### src/design/pcr_pkg.sv
// pcr_pkg: shared types and constants for the pulse capture and replay block
// beat structs, mode and controller state enums, command and status bundles
// no dependencies
package pcr_pkg;

    localparam int DUR_W      = 16;
    localparam int TRANS_W    = 10;
    localparam int CFG_IDX_W  = 3;
    localparam int CFG_DATA_W = 16;
    localparam int MINTR_W    = 9;
    localparam int REPEAT_W   = 4;

    localparam logic [DUR_W-1:0] DUR_MAX = {DUR_W{1'b1}};

    // action codes
    localparam logic [1:0] ACT_TICK    = 2'd0;
    localparam logic [1:0] ACT_CONFIRM = 2'd1;
    localparam logic [1:0] ACT_CANCEL  = 2'd2;

    // register indexes
    localparam logic [CFG_IDX_W-1:0] REG_MIN_PULSE_LEN   = 3'd0;
    localparam logic [CFG_IDX_W-1:0] REG_IDLE_TIMEOUT    = 3'd1;
    localparam logic [CFG_IDX_W-1:0] REG_MIN_TRANSITIONS = 3'd2;
    localparam logic [CFG_IDX_W-1:0] REG_REPEAT_COUNT    = 3'd3;
    localparam logic [CFG_IDX_W-1:0] REG_REPEAT_GAP      = 3'd4;

    // register reset values
    localparam logic [DUR_W-1:0]    RST_MIN_PULSE_LEN   = 16'd60;
    localparam logic [DUR_W-1:0]    RST_IDLE_TIMEOUT    = 16'd50000;
    localparam logic [MINTR_W-1:0]  RST_MIN_TRANSITIONS = 9'd20;
    localparam logic [REPEAT_W-1:0] RST_REPEAT_COUNT    = 4'd3;
    localparam logic [DUR_W-1:0]    RST_REPEAT_GAP      = 16'd12000;

    typedef struct packed {
        logic [1:0] action;
        logic       sample_level;
    } s_beat_t;

    typedef struct packed {
        logic               drive_level;
        logic               drive_enable;
        logic               burst_ready;
        logic [TRANS_W-1:0] transitions;
        logic               overflowed;
    } m_beat_t;

    typedef enum logic [1:0] {
        MODE_CAPTURE,
        MODE_HELD,
        MODE_REPLAY
    } mode_t;

    typedef enum logic [2:0] {
        ST_IDLE,
        ST_EXEC,
        ST_LOAD,
        ST_READ,
        ST_EMIT
    } ctrl_state_t;

    typedef struct packed {
        logic latch;
        logic capture;
        logic track;
        logic tick_down;
        logic idx_inc;
        logic start_replay;
        logic end_burst;
        logic load_gap;
        logic idx_past_gap;
        logic pass_inc;
        logic mem_read;
        logic load_rec;
        logic emit;
    } cmd_t;

    typedef struct packed {
        mode_t      mode;
        logic [1:0] action;
        logic       ticks_dec_zero;
        logic       idx_lt_count;
        logic       idx_le_count;
        logic       gap_zero;
        logic       pass_final;
        logic       rep_zero;
        logic       rd_dur_zero;
        logic       out_free;
    } status_t;

endpackage

### src/design/pcr_ctrl.sv
// pcr_ctrl: sequencer for one beat at a time: execute, walk replay segments,
// read the pulse store, hand the result to the output register
// depends on pcr_pkg
module pcr_ctrl (
    input  logic             aclk,
    input  logic             aresetn,
    input  logic             s_valid,
    output logic             s_ready,
    input  pcr_pkg::status_t status,
    output pcr_pkg::cmd_t    cmd
);
    import pcr_pkg::*;

    ctrl_state_t state_reg, state_next;

    always_ff @(posedge aclk) begin
        if (!aresetn) begin
            state_reg <= ST_IDLE;
        end else begin
            state_reg <= state_next;
        end
    end

    always_comb begin
        state_next = state_reg;
        unique case (state_reg)
            ST_IDLE: begin
                if (s_valid) begin
                    state_next = ST_EXEC;
                end
            end
            ST_EXEC: begin
                state_next = ST_EMIT;
                if ((status.action == ACT_TICK) && (status.mode == MODE_REPLAY)
                    && status.ticks_dec_zero) begin
                    state_next = ST_LOAD;
                end
                if ((status.action == ACT_CONFIRM) && (status.mode == MODE_HELD)
                    && !status.rep_zero) begin
                    state_next = ST_LOAD;
                end
            end
            ST_LOAD: begin
                priority if (status.idx_lt_count) begin
                    state_next = ST_READ;
                end else if (status.idx_le_count) begin
                    state_next = status.gap_zero ? ST_LOAD : ST_EMIT;
                end else begin
                    state_next = status.pass_final ? ST_EMIT : ST_LOAD;
                end
            end
            ST_READ: begin
                state_next = status.rd_dur_zero ? ST_LOAD : ST_EMIT;
            end
            ST_EMIT: begin
                if (status.out_free) begin
                    state_next = ST_IDLE;
                end
            end
            default: state_next = ST_IDLE;
        endcase
    end

    always_comb begin
        cmd     = '0;
        s_ready = 1'b0;
        unique case (state_reg)
            ST_IDLE: begin
                s_ready   = 1'b1;
                cmd.latch = s_valid;
            end
            ST_EXEC: begin
                unique case (status.action)
                    ACT_TICK: begin
                        if (status.mode == MODE_CAPTURE) begin
                            cmd.capture = 1'b1;
                        end else begin
                            cmd.track = 1'b1;
                        end
                        if (status.mode == MODE_REPLAY) begin
                            cmd.tick_down = 1'b1;
                            cmd.idx_inc   = status.ticks_dec_zero;
                        end
                    end
                    ACT_CONFIRM: begin
                        if (status.mode == MODE_HELD) begin
                            cmd.end_burst    = status.rep_zero;
                            cmd.start_replay = !status.rep_zero;
                        end
                    end
                    ACT_CANCEL: begin
                        cmd.end_burst = status.mode == MODE_HELD;
                    end
                    default: ;
                endcase
            end
            ST_LOAD: begin
                priority if (status.idx_lt_count) begin
                    cmd.mem_read = 1'b1;
                end else if (status.idx_le_count) begin
                    // gap segment after the last record
                    cmd.load_gap     = !status.gap_zero;
                    cmd.idx_past_gap = status.gap_zero;
                end else begin
                    cmd.end_burst = status.pass_final;
                    cmd.pass_inc  = !status.pass_final;
                end
            end
            ST_READ: begin
                cmd.load_rec = 1'b1;
                cmd.idx_inc  = status.rd_dur_zero;
            end
            ST_EMIT: begin
                cmd.emit = status.out_free;
            end
            default: ;
        endcase
    end

endmodule

### config.mk
export PLATFORM = sky130hd
export DESIGN_NAME = pcr_ctrl
export DESIGN_NICKNAME = d
export VERILOG_FILES = /design/src/design/pcr_pkg.sv /design/src/design/pcr_ctrl.sv
export SDC_FILE = /design/constraint.sdc
export NUM_CORES = 1
export LEC_CHECK = 0
export ABC_AREA = 0
export BUFFER_PORTS_ARGS = -buffer_cell sky130_fd_sc_hd__buf_2
export CAP_MARGIN = 20
export CORE_AREA = 5 5 42 44
export DETAILED_ROUTE_END_ITERATION = 10
export DIE_AREA = 0 0 47 49
export PLACE_DENSITY = 0.61
export SYNTH_ARGS = -nofsm -noshare
export SYNTH_HDL_FRONTEND = slang
export SYNTH_SLANG_ARGS = --single-unit
### constraint.sdc
create_clock -name aclk -period 1.1 [get_ports aclk]
set_input_delay 0.165 -clock aclk [delete_from_list [all_inputs] [get_ports aclk]]
set_output_delay 0.165 -clock aclk [all_outputs]
set_load 0.01 [all_outputs]
### Word level (Yosys, flattened, before mapping)

Index checks and enable logic that the tools add are counted.
W data, S select, Z words.

| storage, ports and cells | value |
|---|---|
| register bits after elaboration | 3 |
| input bits | 15 |
| output and inout port bits | 14 |

| operators by class | value |
|---|---|
| equality and inequality tests | 10 |
| multiplexer cells | 31 |
| reductions and logical operators | 11 |

Operators by type and width:

| kind | number |
|---|---|
| $mux W3 | 10 |
| $pmux W3 S5 | 1 |
| $mux W4 | 3 |
| $mux W1 | 11 |
| $eq A3 B2 Y1 const B | 2 |
| $mux W2 | 3 |
| $pmux W1 S2 | 3 |
| $eq A2 B1 Y1 const B | 2 |
| $eq A2 B2 Y1 const B | 2 |
| $logic_and A1 B1 Y1 | 4 |
| $logic_not A2 Y1 | 2 |
| $ne A2 B2 Y1 const B | 2 |
| $eq A3 B1 Y1 const B | 1 |
| $eq A3 B3 Y1 const B | 1 |
| $logic_not A1 Y1 | 3 |
| $logic_not A3 Y1 | 1 |
| $reduce_and A2 Y1 | 1 |

### Depth between registers and ports, before layout

Gate-level depths: netlist of the first run.

| depth | value |
|---|---|
| depth after elaboration | 6 |
| depth in mapped cells | 6 |
| depth with buffers taken out | 6 |

### Least setup slack after synthesis of the first run

Ideal clock, no wire load.

| path | value |
|---|---|
| path type | register -> output |
| start point | register state_reg[1] |
| end point | output cmd[12] (netlist name) |
| data arrival time | 1.029 ns |
| data required time | 0.935 ns |
| setup slack | -0.094 ns |
| stages on the path, launching flop included | 4 |
| path buffers | 1 |
| path through | dfxtp_1 > buf_2 > nor3_1 > and2_1 |

RTL lines:

| item | line | text |
|---|---|---|
| start: declaration | pcr_ctrl.sv:14 | `ctrl_state_t state_reg, state_next;` |
| start signal: assignment | pcr_ctrl.sv:20 | `state_reg <= state_next;` |
| end: declaration | pcr_ctrl.sv:10 | `output pcr_pkg::cmd_t cmd` |

==> summary.txt, run 1 <==
Worst setup path
  – Crit path launch: state_reg[2]
  – Arrival @ worst endpoint: between 1 and 1.5 ns
  – Worst r2r src: state_reg[0]
  – Startpoint Class: flop
  – Worst Path Max Fanout: 3
  – Crit path required time: about 0.94 ns
  – WS Path Type: reg -> out
  – Critical Path Sink Type: primary output

Global route
  – GR Overflow Total: 0
  – Initial antenna violation count: 0
  – Largest net degree at the start of global routing: 10
  – Number of global-route vias before repair: between 500 and 600
  – GR Util All Layers: between 10 and 15%
  – First-pass GRT wire length: roughly 2.4 mm

Timing
  – FMAX: between 0.7 and 0.8 GHz
  – Setup WS post-layout: -0.2714 ns
  – Final setup vio count: 15
  – RSZ-0062 raised after global routing: true
  – Part of the cycle the worst path needs: 124.7%
  – Hold_ws: slightly above 0.2 ns
  – Min cycle time layout: 1.371 ns
  – Count of final hold-check violations: 0
  – Clk_skew: around 0.0014 ns
  – Slew Limit Fails: 0
  – Relative slew slack: a little under nine tenths
  – Worst-margin pin slew: 0.2132 ns

Synthesis
  – Netlist cell types: 27
  – Sequential-to-total area share from yosys stat: 15.64%
  – Post-synth EDFFs: 0
  – Yosys top cell area share: 15.64%
  – Primary FF master, synth: dfxtp_1
  – Synthesized area: 384.1 sq um
  – Top cells by area, synth: dfxtp_1 16%, ha_1 9.8%, nand2b_1 6.5%
  – Cells after Synth: 53
  – Yosys warnings: 0
  – Top post-synthesis cells by count: 5 x nor2_1, 5 x nor3_1, 4 x nand2b_1
  – Count of state elements after synthesis: 3
  – Largest area contributor in the netlist: dfxtp_1
  – Syn Area/Cell: 7.248 sq um
  – Post-synth ARST share: 0%
  – Syn Nets: slightly above 70

Drt
  – Routed WL per cell: between 10 and 15 microns
  – DR vias/cell: ~5
  – Drt pass-1 iters: 5
  – Post-detailed-route count of antenna-violating nets: 0
  – Drt total wl: roughly 1.5 mm
  – Total number of vias: between 500 and 600
  – First DRT Iteration DRCs: 6
  – DRC Markers: 0

Pwr
  – Clock power frac: about 40%
  – Comb pwr share: between 30% and 40%
  – Sequential cell fraction of total power: 23.6%
  – Switch Pwr: 0.0001683 W
  – Leak pwr: between 0.4 and 0.5 nW
  – Switching part of the total power: 32.72%
  – Power Total: 0.0005144 W
  – Pwr Density: ~610 nW/um^2
  – Internal Power: approximately 0.00035 W
  – Maximum vdd drop: around 0.40 mV

Outcome
  – Status: finished with violations
  – Violated checks: negative setup slack

Clocking
  – Clock sinks: 3
  – Reg clk slew, reported paths: ~0.03 ns
  – Worst skew pair latency: 0.25 ns
  – CTS Buf Count: 3
  – CTS tree: built
  – Htree depth: 1
  – Root Driver: clkbuf_4
  – CTS hold repair buffers: 0
  – Longest Clk Path Bufs: 2

Placed design
  – Placed cells: 107
  – Number of port buffers: 28
  – Placed Area: around 640 sq um
  – Dpl hpwl: between 1 and 1.5 mm
  – RePlAce Congestion: approximately 0.67

Finish
  – Final cell area excluding filler cells: approximately 840 sq um
  – Final core occ: 59.73%
  – Post-Layout Cell Count: ~110
  – ANT cells: 0
  – Share of layout cells above drive strength 1: 70.41%
  – Area grow syn2layout: 117.9%
  – Max reg flops: 3
  – Final nets: 117

Floorplanning
  – IO Pins: 29
  – Die Y-Extent: just under 50 microns
  – Initial Util: 27.41%
  – Rows: 14
  – Die Width: about 47 microns
  – Core box area: approximately 1400 sq um
  – Die area: roughly 2300 sq um

Job
  – MaxCap Viol Count: 0

Min path
  – Worst min path class: in -> reg
  – Hold path startpoint: aresetn
[area by class of cell]
| type | instances | area, sq um |
|---|---|---|
| inverter | 3 | 11.26 |
| multi-input combinational | 45 | 417.9 |
| timing repair buffer | 43 | 292.8 |
| clock buffer | 4 | 26.28 |
| tap | 16 | 20.02 |
| fill | 142 | 564.3 |
| sequential | 3 | 68.82 |
[cell families after synthesis]
family          after synthesis  share of synthesized area [%]
simple gates                 33                          51.47
compound gates                8                          13.36
buf+inv                       5                          7.164
fa+ha+maj                     3                          9.773
flops                         3                          15.64
mux                           1                          2.606
[stage by stage]
step                      TNS (ns)  setup slack, ns
after floorplan           -0.03999         -0.02862
after global placement     -0.7585          -0.1256
after detailed placement   -0.8594          -0.1289
after CTS                   -3.090          -0.2886
after global routing        -4.251          -0.3634
final                       -3.166          -0.2714
[critical path, stage by stage, from the launching register on]
cell     delay [ns]
dfxtp_2        0.31
buf_6          0.12
nor2_4         0.11
nand3_2        0.11
nor3b_2        0.15
buf_2          0.14
[worst paths after layout]
path                   to  slack, ns  depth (start not counted)
max                cmd[9]      -0.27                          5
min          state_reg[2]       0.21                          3
max reg2reg  state_reg[1]      -0.02                          3
min reg2reg  state_reg[0]       0.63                          2
[what timing repair did]
| item | in CTS | in global routing |
|---|---|---|
| setup buffers | 1 | 1 |
| gates cloned | 1 | 0 |
| endpoints found under the setup margin | 14 | 16 |
| pin swaps | 8 | 7 |
| resized for setup | 20 | 15 |
[power by group through the flow]
stage,Clock (W),Sequential (W),Combinational [W]
2_1_floorplan,0,0.000121,0.0000666
3_3_place_gp,0,0.000121,0.000147
3_5_place_dp,0,0.000121,0.000149
4_1_cts,0.000207,0.000121,0.000167
5_1_grt,0.000230,0.000123,0.000206
6_report,0.000205,0.000122,0.000188
[layer usage]
layer	wire, microns	vias up	global-route usage, %
met5	0	-	0
met4	31	0	4.147
met3	110	5	6.642
met2	813	19	23.98
met1	548	254	15.75
li1	-	285	-
[layout by cell type (no fill, tap or decap), drive strengths merged]
cell type,Yosys,final
a31oi,1,1
clkbuf,0,4
and3,3,3
buf,2,43
o21ai,2,2
mux2i,1,1
inv,3,3
nor4b,1,1
nor2,5,5
o31ai,1,1
nor3b,3,3
nand4bb,1,1
a21oi,3,3
ha,3,3
or3b,1,1
dfxtp,3,3
o32ai,1,1
nand4b,1,1
nand3,2,2
nor3,5,5
nand2b,4,4
and2,1,1
nand2,3,3
nand3b,2,2
nor4,1,1
(Power assumes the default switching activity.)
==> run 2: changes to the inputs <==
PLACE_DENSITY = default   (was 0.61)
==> run 2 against run 1 <==
Effect of this change: the run still ends with negative setup slack left; critical path depth did not move; worst setup slack worse by 0.051 ns; final area is 1.9% higher; register-to-register slack lost 0.06 ns; flip-flop and latch count is the same; routed wire length is 1.0% lower; largest cell class unchanged; largest power group unchanged.
==> summary.txt, run 2 (synthesized netlist as in run 1, its figures left out) <==
Global route
  – Initial antenna violation count: 0
  – GR Util All Layers: a little under an eighth
  – Number of global-route vias before repair: approximately 530
  – GR Overflow Total: 0
  – Largest net degree at the start of global routing: 9
  – First-pass GRT wire length: between 2 and 2.5 mm

Clocking
  – Reg clk slew, reported paths: around 0.03 ns
  – Clock sinks: 3
  – Htree depth: 1
  – CTS tree: built
  – CTS hold repair buffers: 0
  – Root Driver: clkbuf_4
  – CTS Buf Count: 3
  – Longest Clk Path Bufs: 2
  – Worst skew pair latency: approximately 0.25 ns

Placed design
  – Number of port buffers: 28
  – RePlAce Congestion: between 0.6 and 0.7
  – Pre-CTS setup slack: -0.1382 ns
  – Placed Area: around 660 sq um
  – Dpl hpwl: a little over 1 mm

Timing
  – Min cycle time layout: 1.422 ns
  – Setup WS post-layout: -0.3222 ns
  – Part of the cycle the worst path needs: 129.3%
  – Relative slew slack: a little over four fifths
  – Clk_skew: ~0.0056 ns
  – Final setup vio count: 15
  – Count of final hold-check violations: 0
  – Worst-margin pin slew: 0.2259 ns
  – RSZ-0062 raised after global routing: true
  – Slew Limit Fails: 0
  – FMAX: 0.7031 GHz

Pwr
  – Switch Pwr: ~0.00017 W
  – Comb pwr share: a little under two fifths
  – Clock power frac: roughly two fifths
  – Pwr Density: just over 600 nW/um^2
  – Sequential cell fraction of total power: about a quarter
  – Switching part of the total power: 32.59%
  – Internal Power: between 0.0003 and 0.0004 W
  – Maximum vdd drop: between 0.3 and 0.4 mV
  – Leak pwr: ~0.4 nW

Finish
  – Most common cell after layout, fill and taps aside: buf_2
  – Most frequent cells in the layout: 26 x buf_2, 11 x buf_4, 7 x buf_6
  – Final nets: between 100 and 150
  – Final cell area excluding filler cells: ~850 sq um
  – Share of layout cells above drive strength 1: a little under three quarters
  – Area grow syn2layout: 122.1%
  – ANT cells: 0
  – Max reg flops: 3

Worst setup path
  – Worst Path Max Fanout: 5
  – Critical Path Sink Type: primary output
  – Internal reg-to-reg setup slack: -0.08 ns
  – Arrival @ worst endpoint: about 1.3 ns
  – Startpoint Class: flop
  – Crit path required time: ~0.94 ns
  – WS Path Type: reg -> out

Drt
  – Total number of vias: ~580
  – Post-detailed-route count of antenna-violating nets: 0
  – Drt pass-1 iters: 3
  – DR vias/cell: 5.017
  – First DRT Iteration DRCs: 2
  – Drt total wl: approximately 1.5 mm
  – Routed WL per cell: around 13 microns
  – DRC Markers: 0

Floorplanning
  – Initial Util: ~27%
  – Die Width: 47 microns
  – Rows: 14
  – IO Pins: 29
  – Core box area: around 1400 sq um
  – Die area: between 2000 and 2500 sq um
  – Die Y-Extent: roughly 49 microns

Job
  – MaxCap Viol Count: 0

Outcome
  – Violated checks: negative setup slack
  – Status: finished with violations

Min path
  – Worst min path class: in -> reg
-- run 2: path summary, 6_finish.rpt --
check / from / end / cells past startpoint
min: aresetn / state_reg[1] / 3
max: state_reg[1] / cmd[6] / 5
max reg2reg: state_reg[1] / state_reg[1] / 4
min reg2reg: state_reg[0] / state_reg[0] / 2
-- run 2: power by group through the flow --
stage	registers [W]	clock network (W)	logic, W
floorplan	0.000121	0	0.0000666
detailed placement	0.000121	0	0.000151
global placement	0.000120	0	0.000148
finish	0.000124	0.000208	0.000197
CTS	0.000120	0.000196	0.000165
global route	0.000125	0.000219	0.000212
-- run 2: repair_timing --
item                       in CTS  in global routing
setup buffers                   1                  3
pin swaps                       2                 12
setup endpoints to repair      15                 16
gates resized for setup        11                 19
-- run 2: final cells by class --
type | count | area [sq um]
clock buffer | 4 | 26.28
fill | 134 | 548.0
inverter | 3 | 13.76
multi-input combinational | 45 | 417.9
sequential | 3 | 63.81
tap | 16 | 20.02
timing repair buffer | 45 | 311.5
-- run 2: through the flow --
step / util, % / hold WS (ns) / power [W] / cells / setup TNS (ns)
final: 60.89 / 0.2356 / 0.0005285 / 116 / -3.512
after global routing: 60.89 / 0.2449 / 0.0005557 / 116 / -4.307
after detailed placement: 47.32 / 0.4613 / 0.0002713 / 108 / -1.142
after CTS: 53.30 / 0.2209 / 0.0004810 / 113 / -3.581
after global placement: 47.32 / 0.4577 / 0.0002684 / 108 / -0.8594
after floorplan: - / 0.3125 / 0.0001878 / 53 / -0.03999
-- run 2: critical path, cell delays in order, from the launching register on --
cell	delay, ns
dfxtp_2	0.33
buf_6	0.14
nor2_4	0.11
nand2_1	0.09
o31ai_2	0.17
buf_2	0.16
-- run 2: routing by layer --
metal | track usage (%) | wire length, microns | up-vias
li1 | - | - | 292
met1 | 13.13 | 535 | 267
met2 | 21.04 | 810 | 20
met3 | 2.583 | 111 | 3
met4 | 4.147 | 31 | 0
met5 | 0 | 0 | -
==> run 3: changes to the inputs <==
==> constraint.sdc (replaced) <==
create_clock -name aclk -period 1.1 [get_ports aclk]
set_input_delay 0.165 -clock aclk [delete_from_list [all_inputs] [get_ports aclk]]
set_output_delay 0.165 -clock aclk [all_outputs]
set_load 0.005 [all_outputs]
==> run 3 against run 2 <==
Effect of this change: the run still ends with negative setup slack left; sequential share of layout area up 0.46 points; final area fell by 2.1%; critical endpoint is now cmd[9]; via count decreased by 1.4%; sequential power hardly changed.
==> summary.txt, run 3 (synthesized netlist as in run 1, its figures left out) <==
Clocking
  – Htree depth: 1
  – CTS Buf Count: 3
  – CTS tree: built
  – Reg clk slew, reported paths: about 0.04 ns
  – Root Driver: clkbuf_4
  – Clock sinks: 3
  – Longest Clk Path Bufs: 2
  – Worst skew pair latency: between 0.2 and 0.25 ns

Pwr
  – Internal Power: roughly 0.00035 W
  – Leak pwr: between 0.3 and 0.4 nW
  – Pwr Density: 608.2 nW/um^2
  – Sequential cell fraction of total power: between 20% and 30%
  – Comb pwr share: 34.9%
  – Maximum vdd drop: 0.4871 mV
  – Switching part of the total power: a little under a third
  – Switch Pwr: approximately 0.00016 W
  – Clock power frac: 40.3%

Drt
  – Top Metal Used: met4
  – Met2 wire len: ~760 microns
  – Post-detailed-route count of antenna-violating nets: 0
  – DR vias/cell: 5.035
  – DRC Markers: 0
  – Total number of vias: 574
  – First DRT Iteration DRCs: 3
  – Metal3 WL: approximately 120 microns
  – Routed WL per cell: between 10 and 15 microns
  – Drt pass-1 iters: 3
  – WL met1: 533 microns
  – Drt total wl: between 1 and 1.5 mm

Finish
  – Most common cell after layout, fill and taps aside: buf_2
  – Max reg flops: 3
  – Area grow syn2layout: 117.6%
  – Share of layout cells above drive strength 1: between 70% and 80%
  – Seq. cell area: roughly 66 sq um
  – # fillers: 137
  – Final cell area excluding filler cells: 835.8 sq um
  – Post-Layout Cell Count: around 110
  – Most frequent cells in the layout: 25 x buf_2, 9 x buf_6, 9 x buf_4
  – Multi-input gate area: approximately 420 sq um
  – Final nets: around 120
  – ANT cells: 0

Global route
  – Number of global-route vias before repair: ~540
  – Initial antenna violation count: 0
  – GR Util All Layers: 13.01%
  – GR Overflow Total: 0
  – First-pass GRT wire length: roughly 2.2 mm
  – Largest net degree at the start of global routing: 9

Floorplanning
  – Rows: 14
  – Die area: 2303 sq um
  – Die Width: approximately 47 microns
  – Die Y-Extent: 49 microns
  – IO Pins: 29
  – Core box area: roughly 1400 sq um
  – Initial Util: a little over a quarter

Timing
  – Worst-margin pin slew: around 0.25 ns
  – Count of final hold-check violations: 0
  – Slew Limit Fails: 0
  – Final setup vio count: 16
  – Min cycle time layout: approximately 1.4 ns
  – Relative slew slack: a little over four fifths
  – FMAX: 0.7340 GHz
  – Setup WS post-layout: -0.2623 ns
  – Hold_ws: between 0.2 and 0.25 ns
  – Part of the cycle the worst path needs: 123.8%
  – RSZ-0062 raised after global routing: true
  – Clk_skew: around 0.0037 ns

Placed design
  – RePlAce Congestion: just under 0.7
  – Number of port buffers: 28
  – Placed cells: between 100 and 150
  – Placed Area: 625.6 sq um
  – Dpl hpwl: between 1 and 1.5 mm

Worst setup path
  – Worst path bufs/invs: 2
  – Delay of the slowest critical-path stage: 0.33 ns
  – Startpoint Class: flop
  – Crit path required time: ~0.94 ns
  – Worst Path Max Fanout: 3
  – Crit path launch: state_reg[2]
  – Worst r2r src: state_reg[1]
  – Max stage delay cell, worst path: dfxtp_2
  – CP Cell Sequence: buf_6 > nor2_4 > nand3_2 > nor3b_2 > buf_2
  – WS Path Type: reg -> out
  – Delay-heaviest family, CP: simple AND/OR/NAND/NOR gates
  – Critical Path Sink Type: primary output
  – Arrival @ worst endpoint: about 1.2 ns

Outcome
  – Status: finished with violations
  – Violated checks: negative setup slack

Min path
  – Worst min path class: in -> reg
  – Hold path startpoint: aresetn

Job
  – MaxCap Viol Count: 0
==> run 3: changes by cell type in the layout (fill, tap and decap cells not counted), moves of 2 or more <==
cell     delta
buf_4       -2
nand2_2     +2
buf_6       +2
nand2_1     -2
==> run 3: layer usage <==
| metal | track usage, % | up-vias |
|---|---|---|
| met5 | 0 | - |
| met4 | 2.765 | 0 |
| met3 | 8.856 | 2 |
| met2 | 19.91 | 16 |
| met1 | 14.66 | 268 |
| li1 | - | 288 |
==> run 3: layout make-up <==
class / instances / share of cell area, %
Tap cell: 16 / 2.395
Clock buffer: 4 / 3.144
Timing Repair Buffer: 43 / 35.18
Sequential cell: 3 / 7.934
Multi-Input combinational cell: 45 / 49.70
Inverter: 3 / 1.647
==> run 3: worst paths after layout <==
path	cells past startpoint	slack, ns	end
max reg2reg	4	-0.06	state_reg[1]
min	3	0.23	state_reg[1]
max	5	-0.26	cmd[9]
min reg2reg	2	0.68	state_reg[0]
==> run 3: power groups by stage <==
stage	logic, W	clock network, W	registers, W
2_1_floorplan	0.0000590	0	0.000120
3_3_place_gp	0.000135	0	0.000123
3_5_place_dp	0.000137	0	0.000124
4_1_cts	0.000165	0.000215	0.000126
5_1_grt	0.000196	0.000240	0.000127
6_report	0.000177	0.000205	0.000126
==> run 3: worst register-to-register path: stages (launching register included) <==
cell and delay, ns:
dfxtp_2 0.35, buf_6 0.15, buf_6 0.12, or3b_1 0.36, a21oi_2 0.12
==> run 3: metrics by stage <==
| step | total power, W | utilization [%] | setup WS (ns) | TNS, ns |
|---|---|---|---|---|
| floorplan | 0.0001795 | - | 0.02150 | 0 |
| global placement | 0.0002586 | 44.64 | -0.1234 | -0.6374 |
| detailed placement | 0.0002612 | 44.64 | -0.1151 | -0.7933 |
| CTS | 0.0005055 | 55.89 | -0.2833 | -3.114 |
| global route | 0.0005631 | 59.64 | -0.3440 | -4.125 |
| finish | 0.0005083 | 59.64 | -0.2623 | -2.921 |
==> run 3: timing repair <==
item	CTS	global route
resized for setup	28	10
hold buffers	0	0
endpoints found under the setup margin	16	16
setup buffers	2	0
pin swaps	9	8
